[config.mk]
export PLATFORM = sky130hd
export DESIGN_NAME = humidity_temp_sample_decode_flat
export DESIGN_NICKNAME = d
export VERILOG_FILES = /design/src/hw/rtl/hts_pkg.sv /design/src/hw/rtl/hts_if.sv /design/src/hw/rtl/humidity_temp_sample_decode.sv /design/src/hw/rtl/hts_front.sv /design/src/hw/rtl/hts_mult.sv /design/src/hw/rtl/hts_scale.sv /design/src/flat_wrapper.sv
export SDC_FILE = /design/constraint.sdc
export NUM_CORES = 1
export LEC_CHECK = 0
export BUFFER_PORTS_ARGS = -buffer_cell sky130_fd_sc_hd__buf_4
export CORE_MARGIN = 2
export CORE_UTILIZATION = 40
export CTS_CLUSTER_SIZE = 20
export DETAILED_ROUTE_END_ITERATION = 12
export HOLD_SLACK_MARGIN = 0.08
export PLACE_DENSITY_LB_ADDON = 0.15
export SYNTH_ARGS = -nofsm -noshare
export SYNTH_HDL_FRONTEND = slang
export SYNTH_SLANG_ARGS = --single-unit
[constraint.sdc]
create_clock -name clk -period 6.5 [get_ports clk]
set_clock_uncertainty 0.2 [all_clocks]
set_input_delay 1.625 -clock clk [delete_from_list [all_inputs] [get_ports clk]]
set_output_delay 1.625 -clock clk [all_outputs]
set_load 0.02 [all_outputs]
[src/hw/rtl/hts_pkg.sv]
// ----------------------------------------------------------------------------
// hts_pkg
// shared types, constants and crc helper for the sample decoder
// ----------------------------------------------------------------------------
package hts_pkg;

    localparam int WORD_W  = 14;
    localparam int PROD_W  = 31;
    localparam int NUM_W   = 32;
    localparam int VALUE_W = 15;

    localparam logic       ACTION_TEMP     = 1'b0;
    localparam logic       ACTION_HUMIDITY = 1'b1;

    localparam logic [7:0]  CRC_POLY    = 8'h31;
    localparam logic [7:0]  CRC_TOP_BIT = 8'h80;
    localparam logic [7:0]  CRC_INIT    = 8'h00;
    localparam logic [15:0] STATUS_MASK = 16'h0003;

    localparam logic [PROD_W-1:0] T_SLOPE  = PROD_W'(17572);
    localparam logic [PROD_W-1:0] RH_SLOPE = PROD_W'(12500);

    localparam logic signed [NUM_W-1:0] T_OFFSET_SCALED  = NUM_W'(-4685 * 65536);
    localparam logic signed [NUM_W-1:0] RH_OFFSET_SCALED = NUM_W'(-600 * 65536);
    localparam logic signed [NUM_W-1:0] ROUND_TO_ZERO    = NUM_W'(65535);
    localparam int                      SCALE_SHIFT      = 16;

    typedef struct packed {
        logic              action;
        logic [WORD_W-1:0] word;
        logic [7:0]        raw_low;
        logic [7:0]        received_crc;
        logic [7:0]        crc_high;
    } hts_s1_t;

    typedef struct packed {
        logic              action;
        logic [PROD_W-1:0] prod;
        logic              crc_error;
    } hts_s2_t;

    function automatic logic [7:0] crc8_feed(input logic [7:0] crc, input logic [7:0] data);
        logic [7:0] c;
        c = crc ^ data;
        for (int k = 0; k < 8; k++)
        begin
            if ((c & CRC_TOP_BIT) != 8'h00)
            begin
                c = (c << 1) ^ CRC_POLY;
            end
            else
            begin
                c = c << 1;
            end
        end
        return c;
    endfunction

endpackage

[src/hw/rtl/hts_if.sv]
// ----------------------------------------------------------------------------
// hts_if
// valid/ready channels for raw frames and decoded values
// ----------------------------------------------------------------------------
interface hts_in_if;
    logic       valid;
    logic       ready;
    logic       action;
    logic [7:0] raw_high;
    logic [7:0] raw_low;
    logic [7:0] received_crc;

    modport source (output valid, action, raw_high, raw_low, received_crc, input ready);
    modport sink (input valid, action, raw_high, raw_low, received_crc, output ready);
endinterface

interface hts_out_if;
    logic               valid;
    logic               ready;
    logic signed [14:0] value_hundredths;
    logic               crc_error;

    modport source (output valid, value_hundredths, crc_error, input ready);
    modport sink (input valid, value_hundredths, crc_error, output ready);
endinterface

[src/hw/rtl/humidity_temp_sample_decode.sv]
// ----------------------------------------------------------------------------
// humidity_temp_sample_decode
// crc-8 check and fixed-point conversion of raw temperature/humidity frames
//
//   channel  dir  payload
//   sample   in   action, raw_high, raw_low, received_crc
//   result   out  value_hundredths (signed), crc_error
//
// three register stages: crc high byte, slope multiply with crc low byte,
// offset add and scale; one transaction per cycle while result is not stalled.
// the multiply stage sets the clock budget.
// rst_n clears the stage valid bits only.
// a stall on result backs up through the ready chain without losing data.
// ----------------------------------------------------------------------------
module humidity_temp_sample_decode
    import hts_pkg::*;
(
    input  logic   clk,
    input  logic   rst_n,
    hts_in_if.sink   sample,
    hts_out_if.source result
);

    logic    s1_valid;
    logic    s1_ready;
    hts_s1_t s1_data;
    logic    s2_valid;
    logic    s2_ready;
    hts_s2_t s2_data;

    hts_front u_front (
        .clk          (clk),
        .rst_n        (rst_n),
        .in_valid     (sample.valid),
        .in_ready     (sample.ready),
        .action       (sample.action),
        .raw_high     (sample.raw_high),
        .raw_low      (sample.raw_low),
        .received_crc (sample.received_crc),
        .out_valid    (s1_valid),
        .out_ready    (s1_ready),
        .out_data     (s1_data)
    );

    hts_mult u_mult (
        .clk       (clk),
        .rst_n     (rst_n),
        .in_valid  (s1_valid),
        .in_ready  (s1_ready),
        .in_data   (s1_data),
        .out_valid (s2_valid),
        .out_ready (s2_ready),
        .out_data  (s2_data)
    );

    hts_scale u_scale (
        .clk              (clk),
        .rst_n            (rst_n),
        .in_valid         (s2_valid),
        .in_ready         (s2_ready),
        .in_data          (s2_data),
        .out_valid        (result.valid),
        .out_ready        (result.ready),
        .value_hundredths (result.value_hundredths),
        .crc_error        (result.crc_error)
    );

endmodule

[src/hw/rtl/hts_front.sv]
// ----------------------------------------------------------------------------
// hts_front
// first stage: masks status bits and runs the crc over the high byte
// ----------------------------------------------------------------------------
module hts_front
    import hts_pkg::*;
(
    input  logic       clk,
    input  logic       rst_n,
    input  logic       in_valid,
    output logic       in_ready,
    input  logic       action,
    input  logic [7:0] raw_high,
    input  logic [7:0] raw_low,
    input  logic [7:0] received_crc,
    output logic       out_valid,
    input  logic       out_ready,
    output hts_s1_t    out_data
);

    logic    valid_reg;
    hts_s1_t data_reg;
    hts_s1_t data_next;
    logic [15:0] raw_word;

    assign raw_word = {raw_high, raw_low} & ~STATUS_MASK;

    always_comb
    begin
        data_next.action       = action;
        data_next.word         = raw_word[15:2];
        data_next.raw_low      = raw_low;
        data_next.received_crc = received_crc;
        data_next.crc_high     = crc8_feed(CRC_INIT, raw_high);
    end

    assign in_ready  = !valid_reg || out_ready;
    assign out_valid = valid_reg;
    assign out_data  = data_reg;

    always_ff @(posedge clk or negedge rst_n)
    begin
        if (!rst_n)
        begin
            valid_reg <= 1'b0;
        end
        else if (in_ready)
        begin
            valid_reg <= in_valid;
        end
    end

    always_ff @(posedge clk)
    begin
        if (in_ready && in_valid)
        begin
            data_reg <= data_next;
        end
    end

endmodule

[src/hw/rtl/hts_mult.sv]
// ----------------------------------------------------------------------------
// hts_mult
// second stage: slope multiply and crc over the low byte
// ----------------------------------------------------------------------------
module hts_mult
    import hts_pkg::*;
(
    input  logic    clk,
    input  logic    rst_n,
    input  logic    in_valid,
    output logic    in_ready,
    input  hts_s1_t in_data,
    output logic    out_valid,
    input  logic    out_ready,
    output hts_s2_t out_data
);

    logic              valid_reg;
    hts_s2_t           data_reg;
    hts_s2_t           data_next;
    logic [PROD_W-1:0] slope;
    logic [7:0]        crc_full;

    assign slope    = (in_data.action == ACTION_HUMIDITY) ? RH_SLOPE : T_SLOPE;
    assign crc_full = crc8_feed(in_data.crc_high, in_data.raw_low);

    always_comb
    begin
        data_next.action    = in_data.action;
        data_next.prod      = slope * PROD_W'({in_data.word, 2'b00});
        data_next.crc_error = (crc_full != in_data.received_crc);
    end

    assign in_ready  = !valid_reg || out_ready;
    assign out_valid = valid_reg;
    assign out_data  = data_reg;

    always_ff @(posedge clk or negedge rst_n)
    begin
        if (!rst_n)
        begin
            valid_reg <= 1'b0;
        end
        else if (in_ready)
        begin
            valid_reg <= in_valid;
        end
    end

    always_ff @(posedge clk)
    begin
        if (in_ready && in_valid)
        begin
            data_reg <= data_next;
        end
    end

endmodule

[src/hw/rtl/hts_scale.sv]
// ----------------------------------------------------------------------------
// hts_scale
// third stage: adds the offset and divides by 65536 toward zero
// ----------------------------------------------------------------------------
module hts_scale
    import hts_pkg::*;
(
    input  logic                      clk,
    input  logic                      rst_n,
    input  logic                      in_valid,
    output logic                      in_ready,
    input  hts_s2_t                   in_data,
    output logic                      out_valid,
    input  logic                      out_ready,
    output logic signed [VALUE_W-1:0] value_hundredths,
    output logic                      crc_error
);

    logic                      valid_reg;
    logic signed [VALUE_W-1:0] value_reg;
    logic signed [VALUE_W-1:0] value_next;
    logic                      crc_error_reg;
    logic signed [NUM_W-1:0]   offset;
    logic signed [NUM_W-1:0]   num;
    logic signed [NUM_W-1:0]   num_adj;
    logic signed [NUM_W-1:0]   quot;

    assign offset = (in_data.action == ACTION_HUMIDITY) ? RH_OFFSET_SCALED : T_OFFSET_SCALED;
    assign num    = offset + $signed({1'b0, in_data.prod});

    // truncate toward zero for negative numerators
    assign num_adj    = num[NUM_W-1] ? (num + ROUND_TO_ZERO) : num;
    assign quot       = num_adj >>> SCALE_SHIFT;
    assign value_next = quot[VALUE_W-1:0];

    assign in_ready         = !valid_reg || out_ready;
    assign out_valid        = valid_reg;
    assign value_hundredths = value_reg;
    assign crc_error        = crc_error_reg;

    always_ff @(posedge clk or negedge rst_n)
    begin
        if (!rst_n)
        begin
            valid_reg <= 1'b0;
        end
        else if (in_ready)
        begin
            valid_reg <= in_valid;
        end
    end

    always_ff @(posedge clk)
    begin
        if (in_ready && in_valid)
        begin
            value_reg     <= value_next;
            crc_error_reg <= in_data.crc_error;
        end
    end

endmodule

[src/flat_wrapper.sv]
// flat-port wrapper written by rule: the top's interface ports become plain ports
module humidity_temp_sample_decode_flat import hts_pkg::*;
  (clk, rst_n, sample_valid, sample_action, sample_raw_high, sample_raw_low, sample_received_crc, sample_ready, result_valid, result_value_hundredths, result_crc_error, result_ready);
  hts_in_if sample_i ();
  hts_out_if result_i ();
  input  logic clk;
  input  logic rst_n;
  input wire logic [$bits(sample_i.valid)-1:0] sample_valid;
  input wire logic [$bits(sample_i.action)-1:0] sample_action;
  input wire logic [$bits(sample_i.raw_high)-1:0] sample_raw_high;
  input wire logic [$bits(sample_i.raw_low)-1:0] sample_raw_low;
  input wire logic [$bits(sample_i.received_crc)-1:0] sample_received_crc;
  output wire logic [$bits(sample_i.ready)-1:0] sample_ready;
  output wire logic [$bits(result_i.valid)-1:0] result_valid;
  output wire logic [$bits(result_i.value_hundredths)-1:0] result_value_hundredths;
  output wire logic [$bits(result_i.crc_error)-1:0] result_crc_error;
  input wire logic [$bits(result_i.ready)-1:0] result_ready;
  assign sample_i.valid = sample_valid;
  assign sample_i.action = sample_action;
  assign sample_i.raw_high = sample_raw_high;
  assign sample_i.raw_low = sample_raw_low;
  assign sample_i.received_crc = sample_received_crc;
  assign sample_ready = sample_i.ready;
  assign result_valid = result_i.valid;
  assign result_value_hundredths = result_i.value_hundredths;
  assign result_crc_error = result_i.crc_error;
  assign result_i.ready = result_ready;
  humidity_temp_sample_decode u_core (.clk(clk), .rst_n(rst_n), .sample(sample_i), .result(result_i));
endmodule
**Word-level counts from Yosys, hierarchy flattened**

Cells that the tools add are included.

- Flip-flop bits (word level): 89
- Input bits: 29
- Logic and storage cells: 63

- Add/sub/neg operators: 2
- $mul: 1
- Equal/unequal tests: 1
- Muxes and demuxes: 19
- Bitwise gates (word level): 17
- Reductions and logical operators: 9

Operators with widths:

| cell | number |
|---|---|
| two-way mux 6 bit | 16 |
| inverter 3 bit | 16 |
| adder 30 x 32 -> 32 bit | 1 |
| adder 31 x 17 -> 31 bit, second input constant | 1 |
| two-way mux 31 bit | 1 |
| multiplier 15 x 14 -> 29 bit | 1 |
| two-way mux 29 bit | 1 |
| two-way mux 15 bit | 1 |
| inequality test 8 bit | 1 |
| bitwise XOR 8 bit | 1 |
| logical AND 1 bit | 3 |
| logical NOT 1 bit | 3 |
| logical OR 1 bit | 3 |

**Logic depth before layout (Yosys ltp)**

Gate-level depths: netlist (run 1).

- Depth in word-level cells: 18
- Mapped depth: 22
- Gate-level depth less buffers: 21

**Cells and area by module**

A second synthesis (run 1) with hierarchy kept.

- Cell total of the unflattened synthesis: 762
- Area, all modules: 8277.9 um^2

By module, submodules not included:

| module | times used | cells an instance | area an instance (um^2) |
|---|---|---|---|
| hts_mult | 1 | 562 | 5631.7 |
| hts_scale | 1 | 144 | 1423.9 |
| hts_front | 1 | 56 | 1222.4 |

**Least setup slack after synthesis (run 1)**

Ideal clock, no wire load.

- Path kind: register to register
- From: register u_core.u_front.data_reg (netlist bit u_core.u_front.out_data[38])
- To: register u_core.u_mult.data_reg (netlist bit u_core.u_mult.out_data[30]), data pin
- Arrival time: 5.660 ns
- Data required time: 6.027 ns
- Slack: 0.367 ns
- Stages on the path, launching flop included: 22
- Period minus slack after synthesis: 6.133 ns
- Path through: edfxtp_1 > clkbuf_1 > clkbuf_1 > and2_1 > ha_1 > inv_1 > fa_1 > fa_1 > inv_1 > fa_1 > fa_1 > inv_1 > fa_1 > inv_1 > ha_1 > a2111o_1 > a2111oi_0 > o21ai_1 > a2111oi_2 > o21ai_1 > mux2i_1 > o221ai_1

RTL lines:

| what | RTL line | source |
|---|---|---|
| start: declaration | hts_front.sv:22 | `hts_s1_t data_reg;` |
| start signal: assignment | hts_front.sv:57 | `data_reg <= data_next;` |
| end signal: assignment | hts_mult.sv:54 | `data_reg <= data_next;` |
| end: declaration | hts_mult.sv:19 | `hts_s2_t data_reg;` |

==> results of run 1 <==
==> cell usage in the layout, fill, tap and decap left out, types with 11 or more instances in the layout <==
cell	count
nor2_1	25
conb_1	13
o21ai_0	14
buf_4	57
nand2b_1	14
nand3_1	11
a21o_1	11
xnor2_1	49
inv_1	103
edfxtp_1	78
nand2_1	31
xor2_1	24
a21oi_1	24
fa_1	66
ha_1	118
==> layer usage <==
metal | routed length, um | vias to the layer above
li1 | - | 2524
met3 | 415 | 16
met4 | 227 | 0
met5 | 0 | -
met2 | 7440 | 72
met1 | 7400 | 2355
==> worst max-delay path, delay by kind of cell (launching register included) <==
family	cells	cell delay (ns)
and+or+nand+nor	3	0.48
buffers and inverters	6	0.55
DFF	1	0.47
adders and majority gates	7	3.05
AOI/OAI and AO/OA	5	1.27
==> layout make-up <==
cell class / count / area [um^2] / area share (%)
clock buffers: 9 / 225 / 2.50
clock inverters: 7 / 83.8 / 0.930
inverters: 103 / 387 / 4.29
multi-input cells: 513 / 5110 / 56.6
flip-flops and latches: 81 / 2420 / 26.8
well taps: 265 / 332 / 3.68
repair buffers: 60 / 464 / 5.15
==> logic make-up (layout without fill, tap and decap cells) <==
logic type / count (synthesis) / after routing / synth area share [%]
XOR/XNOR: 73 / 73 / 8.13
buffers and inverters: 119 / 179 / 5.68
multiplexers: 3 / 3 / 0.398
AO/OA/AOI/OAI: 100 / 100 / 9.18
other: 2 / 13 / 0.0955
adder cells (fa/ha/maj): 190 / 190 / 36.6
AND/OR/NAND/NOR: 134 / 134 / 9.12
flip-flops: 81 / 81 / 30.7
==> where the power goes <==
group | leakage [nW] | switching [mW] | internal (mW)
registers | 0.778 | 0.0875 | 0.880
logic | 3.26 | 1.75 | 1.43
clock network | 0.149 | 0.243 | 0.306
total | 4.19 | 2.09 | 2.62
==> what timing repair did <==
action	4_1_cts	5_1_grt
setup buffers	0	6
endpoints found under the hold margin	0	0
setup endpoints to repair	0	4
resized for setup	0	15
hold buffers	0	0
==> worst max-delay path by stage <==
stage	start	end	slack, ns	cells past startpoint
finish	u_core.u_front.out_data[38]$_DFFE_PP_	u_core.u_mult.out_data[28]$_DFFE_PP_	0.22	21
global route	u_core.u_front.out_data[38]$_DFFE_PP_	u_core.u_mult.out_data[28]$_DFFE_PP_	0.02	21
CTS	u_core.u_front.out_data[38]$_DFFE_PP_	u_core.u_mult.out_data[30]$_DFFE_PP_	0.004	17
detailed placement	u_core.u_front.out_data[38]$_DFFE_PP_	u_core.u_mult.out_data[30]$_DFFE_PP_	0.01	17
global placement	u_core.u_front.out_data[38]$_DFFE_PP_	u_core.u_mult.out_data[30]$_DFFE_PP_	0.19	17
floorplan	u_core.u_front.out_data[38]$_DFFE_PP_	u_core.u_mult.out_data[30]$_DFFE_PP_	0.37	21
==> reports/metrics.yaml, run 1 <==
reg2regPathDepth: 21
crit_chain: "buf_6, and2_1, ha_1, inv_1, fa_2, inv_1, ha_1, fa_1, fa_1, inv_1, fa_1, inv_1, ha_2, and4_1, a2111oi_4, o21ai_2, a2111oi_4, buf_4, o31ai_1, a211oi_1, nor2_1"
syn_area_um2: 7860
drc_errors: 0
gp_congestion: 0.923
antenna_found_initial: 0
placed_cell_area_um2: 8570
synth_edf_count: 78
synth_async_sr_flop_share_pct: 3.70
place_hpwl_mm: 12.8
cts_buffers: 9
cts-htree-levels: 3
rsz0062_at_grt: "false"
antennaDiodeCount: 0
synthTopCellsByCount: "123 x ha_1, 103 x inv_1, 78 x edfxtp_1"
drt-pass1-iter-count: 4
synth_seq_cells: 81
gr-total-overflow: 0
num_rows: 51
holdCritPathClass: "register to register"
peakVddDrop_mv: 0.276
wl_per_cell_um: 14.9
finalMaxSlewViolations: 0
core_um2: 19400
synthToLayoutAreaGrowth_pct: 14.7
vias: 4967
synthCells: 702
clock-sinks: 81
status: "finished, final reports clean"
initial_core_util_pct: 40.5
yosys_warnings: 0
fmax_mhz: 159
regToRegStartpoint: "u_core.u_front.out_data[38]$_DFFE_PP_"
grt_pass1_vias: 5057
busiest_layer: "met2"
cpMostUsedCell: "inv_1"
die_w_um: 144
first_iter_violations: 188
p_leak_nw: 4.19
synth_top_area_cell: "edfxtp_1"
dp_slack_ns: 0.0140
timing.rr.end: "u_core.u_mult.out_data[28]$_DFFE_PP_"
vias_per_cell: 4.79
grt_usage_pct: 15.8
period_share_pct: 96.5
ios: 47
fin_util_pct: 46.5
drive_gt1_share_pct: 13.7
finalPower_mw: 4.70
r2r_slack_ns: 0.22
cp_slowest_cell: "fa_1"
synthFlopType: "edfxtp_1"
gr-usage-met1_pct: 21.4
hold_ws_ns: 0.235
grt_pass1_wl_mm: 25.3
fill_cells: 1851
clk_latency_ns: 0.35
ant_nets: 0
critical_path.startpoint_type: "register"
worstPathArrival_ns: 6.18
fin_crit_ns: 6.28
max_stage_delay_ns: 0.54
largest_reg_flops: 33
min_from: "u_core.u_mult.out_data[0]$_DFFE_PP_"
crit_type: "register to register"
fin_area_um2: 9010
required_ns: 6.41
setup_violations: 0
synth_cell_types: 57
cts_tree: "yes"
crit_path_end_kind: "register"
cellPowerDensity_nw_per_um2: 522
nNetsFinal: 987
die_h_um: 144
avgSynthCellArea_um2: 11.2
dieArea_um2: 20800
ctsRootBufferMaster: "clkbuf_16"
gr-usage-met2_pct: 26.0
clk_pin_slew_ns: 0.07
dp_cells: 1015
hold_viol: 0
tightestPinTransition_ns: 0.743
relSlewSlack_pct: 50.0
synth_most_common_cell: "ha_1"
min_delay_path_depth: 0
post-synth-top-area-fraction_pct: 29.8
ys_top_cells_by_area: "edfxtp_1 30%, ha_1 20%, fa_1 17%"
cap_viol_max_count: 0
ys_seq_area_share_pct: 30.7
hold_end: "u_core.u_scale.crc_error$_DFFE_PP_"
wirelength_mm: 15.5
instances_no_fill: 1038
grt_util_met3_pct: 2.95
fin_ws_ns: 0.225
grt_max_degree: 34
fin_tns_setup_ns: 0
cts_buffer_depth: 2
path_max_fanout: 7
numPortBuffers: 46
Note: power is estimated with default switching activity, not from simulation.
==> inputs of run 2 (changes only) <==
--- a/config.mk
+++ b/config.mk
@@ -10,8 +10,10 @@
 export CORE_UTILIZATION = 40
 export CTS_CLUSTER_SIZE = 20
 export DETAILED_ROUTE_END_ITERATION = 12
+export GPL_ROUTABILITY_DRIVEN = 0
 export HOLD_SLACK_MARGIN = 0.08
 export PLACE_DENSITY_LB_ADDON = 0.15
+export RECOVER_POWER = 25
 export SYNTH_ARGS = -nofsm -noshare
 export SYNTH_HDL_FRONTEND = slang
 export SYNTH_SLANG_ARGS = --single-unit
==> reports/metrics.yaml, run 2 (same netlist as run 1, synthesis figures left out) <==
fin_tns_setup_ns: 0  # unchanged
core_um2: 19400  # unchanged
initial_core_util_pct: 40.5  # unchanged
p_leak_nw: 4.13  # -1.3%
cts-htree-levels: 3  # unchanged
multi_input_area_um2: 5070  # -0.71%
place_hpwl_mm: 13.0  # +2.0%
path_max_fanout: 18  # +11
mostFrequentLayoutCell: "ha_1"
numPortBuffers: 46  # unchanged
die_h_um: 144  # unchanged
wl_per_cell_um: 14.8  # -0.95%
grt_usage_pct: 15.4  # -0.43 points
drt-pass1-iter-count: 4  # unchanged
violations: "max-capacitance violations, max-slew violations"
cts_hold_buf: 0  # unchanged
antenna_found_initial: 0  # unchanged
cts_buffer_depth: 2  # unchanged
die_w_um: 144  # unchanged
gr-total-overflow: 0  # unchanged
clock-sinks: 81  # unchanged
grt_max_degree: 34  # unchanged
crit_type: "register to register"
max_stage_delay_ns: 0.55  # about the same
hold_ws_ns: 0.211  # -0.0236 ns
vias: 4997  # +0.60%
drc_errors: 0  # unchanged
ios: 47  # unchanged
status: "finished with violations"
drive_gt1_share_pct: 11.2  # -2.5 points
first_iter_violations: 173  # -8.0%
fill_cells: 1852  # +0.054%
tightestPinTransition_ns: 1.65  # +0.906 ns
clk_latency_ns: 0.35  # about the same
cpMostUsedCell: "fa_1"
clk_pin_slew_ns: 0.07  # about the same
critPathTopFamily: "adder cells"
critPathBufInv: 6  # unchanged
cts_tree: "yes"
ant_nets: 0  # unchanged
dieArea_um2: 20800  # unchanged
cp_slowest_cell: "fa_1"
nNetsFinal: 984  # -0.30%
largest_reg_flops: 33  # unchanged
required_ns: 6.39  # -0.02 ns
hold_viol: 0  # unchanged
critical_path.startpoint_type: "register"
wirelength_mm: 15.3  # -1.2%
antennaDiodeCount: 0  # unchanged
crit_path_end_kind: "register"
grt_pass1_vias: 5045  # -0.24%
fin_util_pct: 45.9  # -0.57 points
vias_per_cell: 4.83  # +0.90%
setup_violations: 0  # unchanged
layout_common_cells: "123 x ha_1, 103 x inv_1, 78 x edfxtp_1"
grt_pass1_wl_mm: 24.6  # -2.7%
crit_chain: "buf_6, and2_1, ha_1, inv_1, fa_1, fa_1, inv_1, fa_1, fa_1, inv_1, fa_1, inv_1, ha_1, a2111o_1, a2111oi_2, o21ai_2, a2111oi_4, buf_4, o21bai_1, a21oi_1, xnor2_1"
period_share_pct: 96.6  # about the same
cap_viol_max_count: 1  # +1
num_rows: 51  # unchanged
fin_crit_ns: 6.28  # +0.00217 ns
ctsRootBufferMaster: "clkbuf_16"
rsz0062_at_grt: "false"
finalMaxSlewViolations: 30  # +30
seqCellArea_um2: 2420  # unchanged
peakVddDrop_mv: 0.248  # -10%
synthToLayoutAreaGrowth_pct: 13.3
worstPathArrival_ns: 6.17  # about the same
relSlewSlack_pct: -9.93  # -60 points
cts_buffers: 9  # unchanged
holdCritPathClass: "register to register"
fmax_mhz: 159  # about the same
cellPowerDensity_nw_per_um2: 511  # -2.0%
-- run 2: worst reg2reg max path, cell delays in order (launching register included) --
cell	delay (ns)
edfxtp_1	0.45
buf_6	0.19
and2_1	0.18
ha_1	0.28
inv_1	0.05
fa_1	0.44
fa_1	0.56
inv_1	0.05
fa_1	0.46
fa_1	0.54
inv_1	0.05
fa_1	0.52
inv_1	0.04
ha_1	0.24
a2111o_1	0.35
a2111oi_2	0.32
o21ai_2	0.14
a2111oi_4	0.45
buf_4	0.18
o21bai_1	0.06
a21oi_1	0.17
xnor2_1	0.09
-- run 2: layout make-up --
type	count	area share, %
Timing Repair Buffer	57	4.38
Clock buffer	9	2.53
Multi-Input combinational cell	513	56.9
Clock inverter	7	0.941
Inverter	103	4.34
Sequential cell	81	27.1
Tap cell	265	3.72
-- run 2: final timing paths --
check	endpoint	cells after the start	slack [ns]	startpoint
hold reg to reg	u_core.u_scale.crc_error$_DFFE_PP_	0	0.21	u_core.u_mult.out_data[0]$_DFFE_PP_
hold / removal	u_core.u_scale.crc_error$_DFFE_PP_	0	0.21	u_core.u_mult.out_data[0]$_DFFE_PP_
min in group asynchronous	u_core.u_mult.out_valid$_DFFE_PN0P_	1	0.87	rst_n
setup reg to reg	u_core.u_mult.out_data[26]$_DFFE_PP_	21	0.22	u_core.u_front.out_data[38]$_DFFE_PP_
max in group asynchronous	u_core.u_front.out_valid$_DFFE_PN0N_	1	5.06	rst_n
setup / recovery	u_core.u_mult.out_data[26]$_DFFE_PP_	21	0.22	u_core.u_front.out_data[38]$_DFFE_PP_
-- run 2: stage by stage --
step                      cell area [um^2]  power, mW  std cells  setup WS, ns
final                                 8900       4.55       1035         0.222
after global routing                  8900       5.03       1035       0.00568
after CTS                             8890       4.50       1032        0.0261
after detailed placement              8580       3.91       1016        0.0108
after global placement                8580       3.87       1016         0.192
after floorplan                       7900       3.27        713         0.367
-- run 2: repair_timing --
item | 4_1_cts | 5_1_grt
setup endpoints to repair | 0 | 3
buffers inserted | 0 | 3
gates resized for setup | 0 | 8
hold endpoints to repair | 0 | 0
-- run 2: where the power goes --
group          leakage (nW)  internal (mW)  switching, mW
Combinational          3.20           1.36           1.70
Clock                 0.149          0.305          0.226
Sequential            0.778          0.881         0.0882
-- run 2: per-layer routing --
metal | global-route usage, % | vias to the layer above | part of all wire (%)
li1 | - | 2524 | -
met1 | 20.1 | 2388 | 47
met2 | 26.5 | 69 | 49
met3 | 2.32 | 16 | 2.4
met4 | 4.75 | 0 | 1.7
met5 | 0 | - | 0
==> inputs of run 3 (changes only) <==
==> constraint.sdc (replaced) <==
create_clock -name clk -period 5.29 [get_ports clk]
set_clock_uncertainty 0.2 [all_clocks]
set_input_delay 1.3225 -clock clk [delete_from_list [all_inputs] [get_ports clk]]
set_output_delay 1.3225 -clock clk [all_outputs]
set_load 0.02 [all_outputs]
==> reports/metrics.yaml, run 3 (same netlist as run 1, synthesis figures left out) <==
relSlewSlack_pct: 52.7  # +63 points
crit_chain: "buf_6, nand2b_4, nand2_1, ha_1, inv_1, fa_2, fa_1, inv_1, fa_1, fa_1, inv_1, fa_1, inv_2, ha_4, a2111o_1, a2111oi_4, o21ai_2, a2111oi_4, buf_4, o21ai_2, mux2i_1, o221ai_1"
ios: 47  # unchanged
cp_slowest_cell: "fa_1"
mostFrequentLayoutCell: "buf_4"
period_share_pct: 112  # +15 points
fin_util_pct: 51.8  # +5.9 points
worstPathArrival_ns: 5.79  # -0.38 ns
ant_nets: 0  # unchanged
layout_common_cells: "151 x buf_4, 106 x ha_1, 95 x inv_1"
status: "finished with violations"
crit_type: "register to register"
antenna_found_initial: 1  # +1
numPortBuffers: 46  # unchanged
min_from: "u_core.u_mult.out_data[0]$_DFFE_PP_"
wirelength_mm: 16.2  # +5.7%
nNetsFinal: 1082  # +10%
required_ns: 5.18  # -1.21 ns
seqCellArea_um2: 2420  # unchanged
multi_input_area_um2: 5410  # +6.7%
ctsRootBufferMaster: "clkbuf_16"
core_um2: 19400  # unchanged
reg2regPathDepth: 22  # +4.8%
first_iter_violations: 174  # +0.58%
cap_viol_max_count: 0  # -1
fin_crit_ns: 5.90  # -0.377 ns
clk_pin_slew_ns: 0.07  # about the same
gr-total-overflow: 0  # unchanged
clock-sinks: 81  # unchanged
grt_max_degree: 34  # unchanged
grt_usage_pct: 16.4  # +1.0 points
p_leak_nw: 4.68  # +13%
place_hpwl_mm: 13.8  # +5.9%
cts_hold_buf: 0  # unchanged
fin_tns_setup_ns: -4.52  # -4.52 ns
min_delay_path_depth: 0  # unchanged
path_max_fanout: 9  # -9
largest_reg_flops: 33  # unchanged
tightestPinTransition_ns: 0.710  # -0.939 ns
dieArea_um2: 20800  # unchanged
max_stage_delay_ns: 0.55  # about the same
dp_cells: 1112  # +9.4%
cts_tree: "yes"
cts_buffers: 9  # unchanged
timing.rr.end: "u_core.u_mult.out_data[30]$_DFFE_PP_"
regToRegStartpoint: "u_core.u_front.out_data[38]$_DFFE_PP_"
vias_per_cell: 4.75  # -1.6%
antennaDiodeCount: 0  # unchanged
die_h_um: 144  # unchanged
peakVddDrop_mv: 0.426  # +72%
synthToLayoutAreaGrowth_pct: 27.8
holdCritPathClass: "register to register"
grt_pass1_vias: 5443  # +7.9%
hold_end: "u_core.u_scale.crc_error$_DFFE_PP_"
fin_ws_ns: -0.611  # -0.833 ns
die_w_um: 144  # unchanged
fmax_mhz: 169  # +6.4%
clk_latency_ns: 0.36  # about the same
cts-htree-levels: 3  # unchanged
setup_violations: 13  # +13
fill_cells: 1751  # -5.5%
rsz0062_at_grt: "true"
hold_viol: 0  # unchanged
num_rows: 51  # unchanged
crit_path_end_kind: "register"
violations: "negative setup slack"
wl_per_cell_um: 14.3  # -3.4%
grt_pass1_wl_mm: 26.2  # +6.2%
initial_core_util_pct: 40.5  # unchanged
drc_errors: 0  # unchanged
instances_no_fill: 1133  # +9.5%
cts_buffer_depth: 2  # unchanged
cellPowerDensity_nw_per_um2: 692  # +35%
finalMaxSlewViolations: 0  # -100%
drt-pass1-iter-count: 6  # +2
vias: 5380  # +7.7%
cpMostUsedCell: "fa_1"
critical_path.startpoint_type: "register"
r2r_slack_ns: -0.61  # -0.83 ns
drive_gt1_share_pct: 28.1  # +17 points
## run 3: timing repair
item / 4_1_cts / 5_1_grt
setup endpoints to repair: 15 / 17
pin swaps: 7 / 2
buffers inserted: 4 / 1
resized for setup: 20 / 9
## run 3: worst max path at each step
stage	cells past startpoint	from	to	slack, ns
3_5_place_dp	16	u_core.u_front.out_data[38]$_DFFE_PP_	u_core.u_mult.out_data[30]$_DFFE_PP_	-0.98
3_3_place_gp	16	u_core.u_front.out_data[38]$_DFFE_PP_	u_core.u_mult.out_data[30]$_DFFE_PP_	-0.74
5_1_grt	22	u_core.u_front.out_data[38]$_DFFE_PP_	u_core.u_mult.out_data[28]$_DFFE_PP_	-0.87
2_1_floorplan	20	u_core.u_front.out_data[38]$_DFFE_PP_	u_core.u_mult.out_data[30]$_DFFE_PP_	-0.44
4_1_cts	22	u_core.u_front.out_data[38]$_DFFE_PP_	u_core.u_mult.out_data[30]$_DFFE_PP_	-0.59
6_report	22	u_core.u_front.out_data[38]$_DFFE_PP_	u_core.u_mult.out_data[30]$_DFFE_PP_	-0.61
## run 3: routing by layer
| metal | wire (um) | track usage (%) | vias to the layer above |
|---|---|---|---|
| met3 | 484 | 2.72 | 25 |
| met1 | 7390 | 21.2 | 2570 |
| met2 | 7930 | 27.9 | 71 |
| met4 | 363 | 6.08 | 0 |
| met5 | 0 | 0 | - |
| li1 | - | - | 2714 |
## run 3: final cells by class
type                            count  area share, %
Timing Repair Buffer              155           11.7
Inverter                          103           3.85
Tap cell                          265           3.30
Multi-Input combinational cell    513           53.8
Clock inverter                      7           1.06
Clock buffer                        9           2.24
Sequential cell                    81           24.1
## run 3: stage by stage
step	instance area, um^2	hold WS, ns	setup WS (ns)	power (mW)
floorplan	8190	0.200	-0.440	4.46
global placement	9550	0.210	-0.742	5.82
detailed placement	9550	0.232	-0.982	5.88
CTS	10000	0.248	-0.590	6.96
global route	10000	0.270	-0.868	7.59
finish	10000	0.259	-0.611	6.95
## run 3: where the power goes
| part | leakage [nW] | switching, mW | internal (mW) |
|---|---|---|---|
| logic | 3.74 | 2.50 | 2.56 |
| registers | 0.778 | 0.101 | 1.08 |
| clock network | 0.163 | 0.289 | 0.423 |
## run 3: critical path: cells and delay by family (launching register included)
family	cells	cell delay, ns
mux	1	0.17
fa+ha+maj	7	2.77
flops	1	0.45
buf+inv	6	0.59
compound gates	6	1.26
simple gates	2	0.21
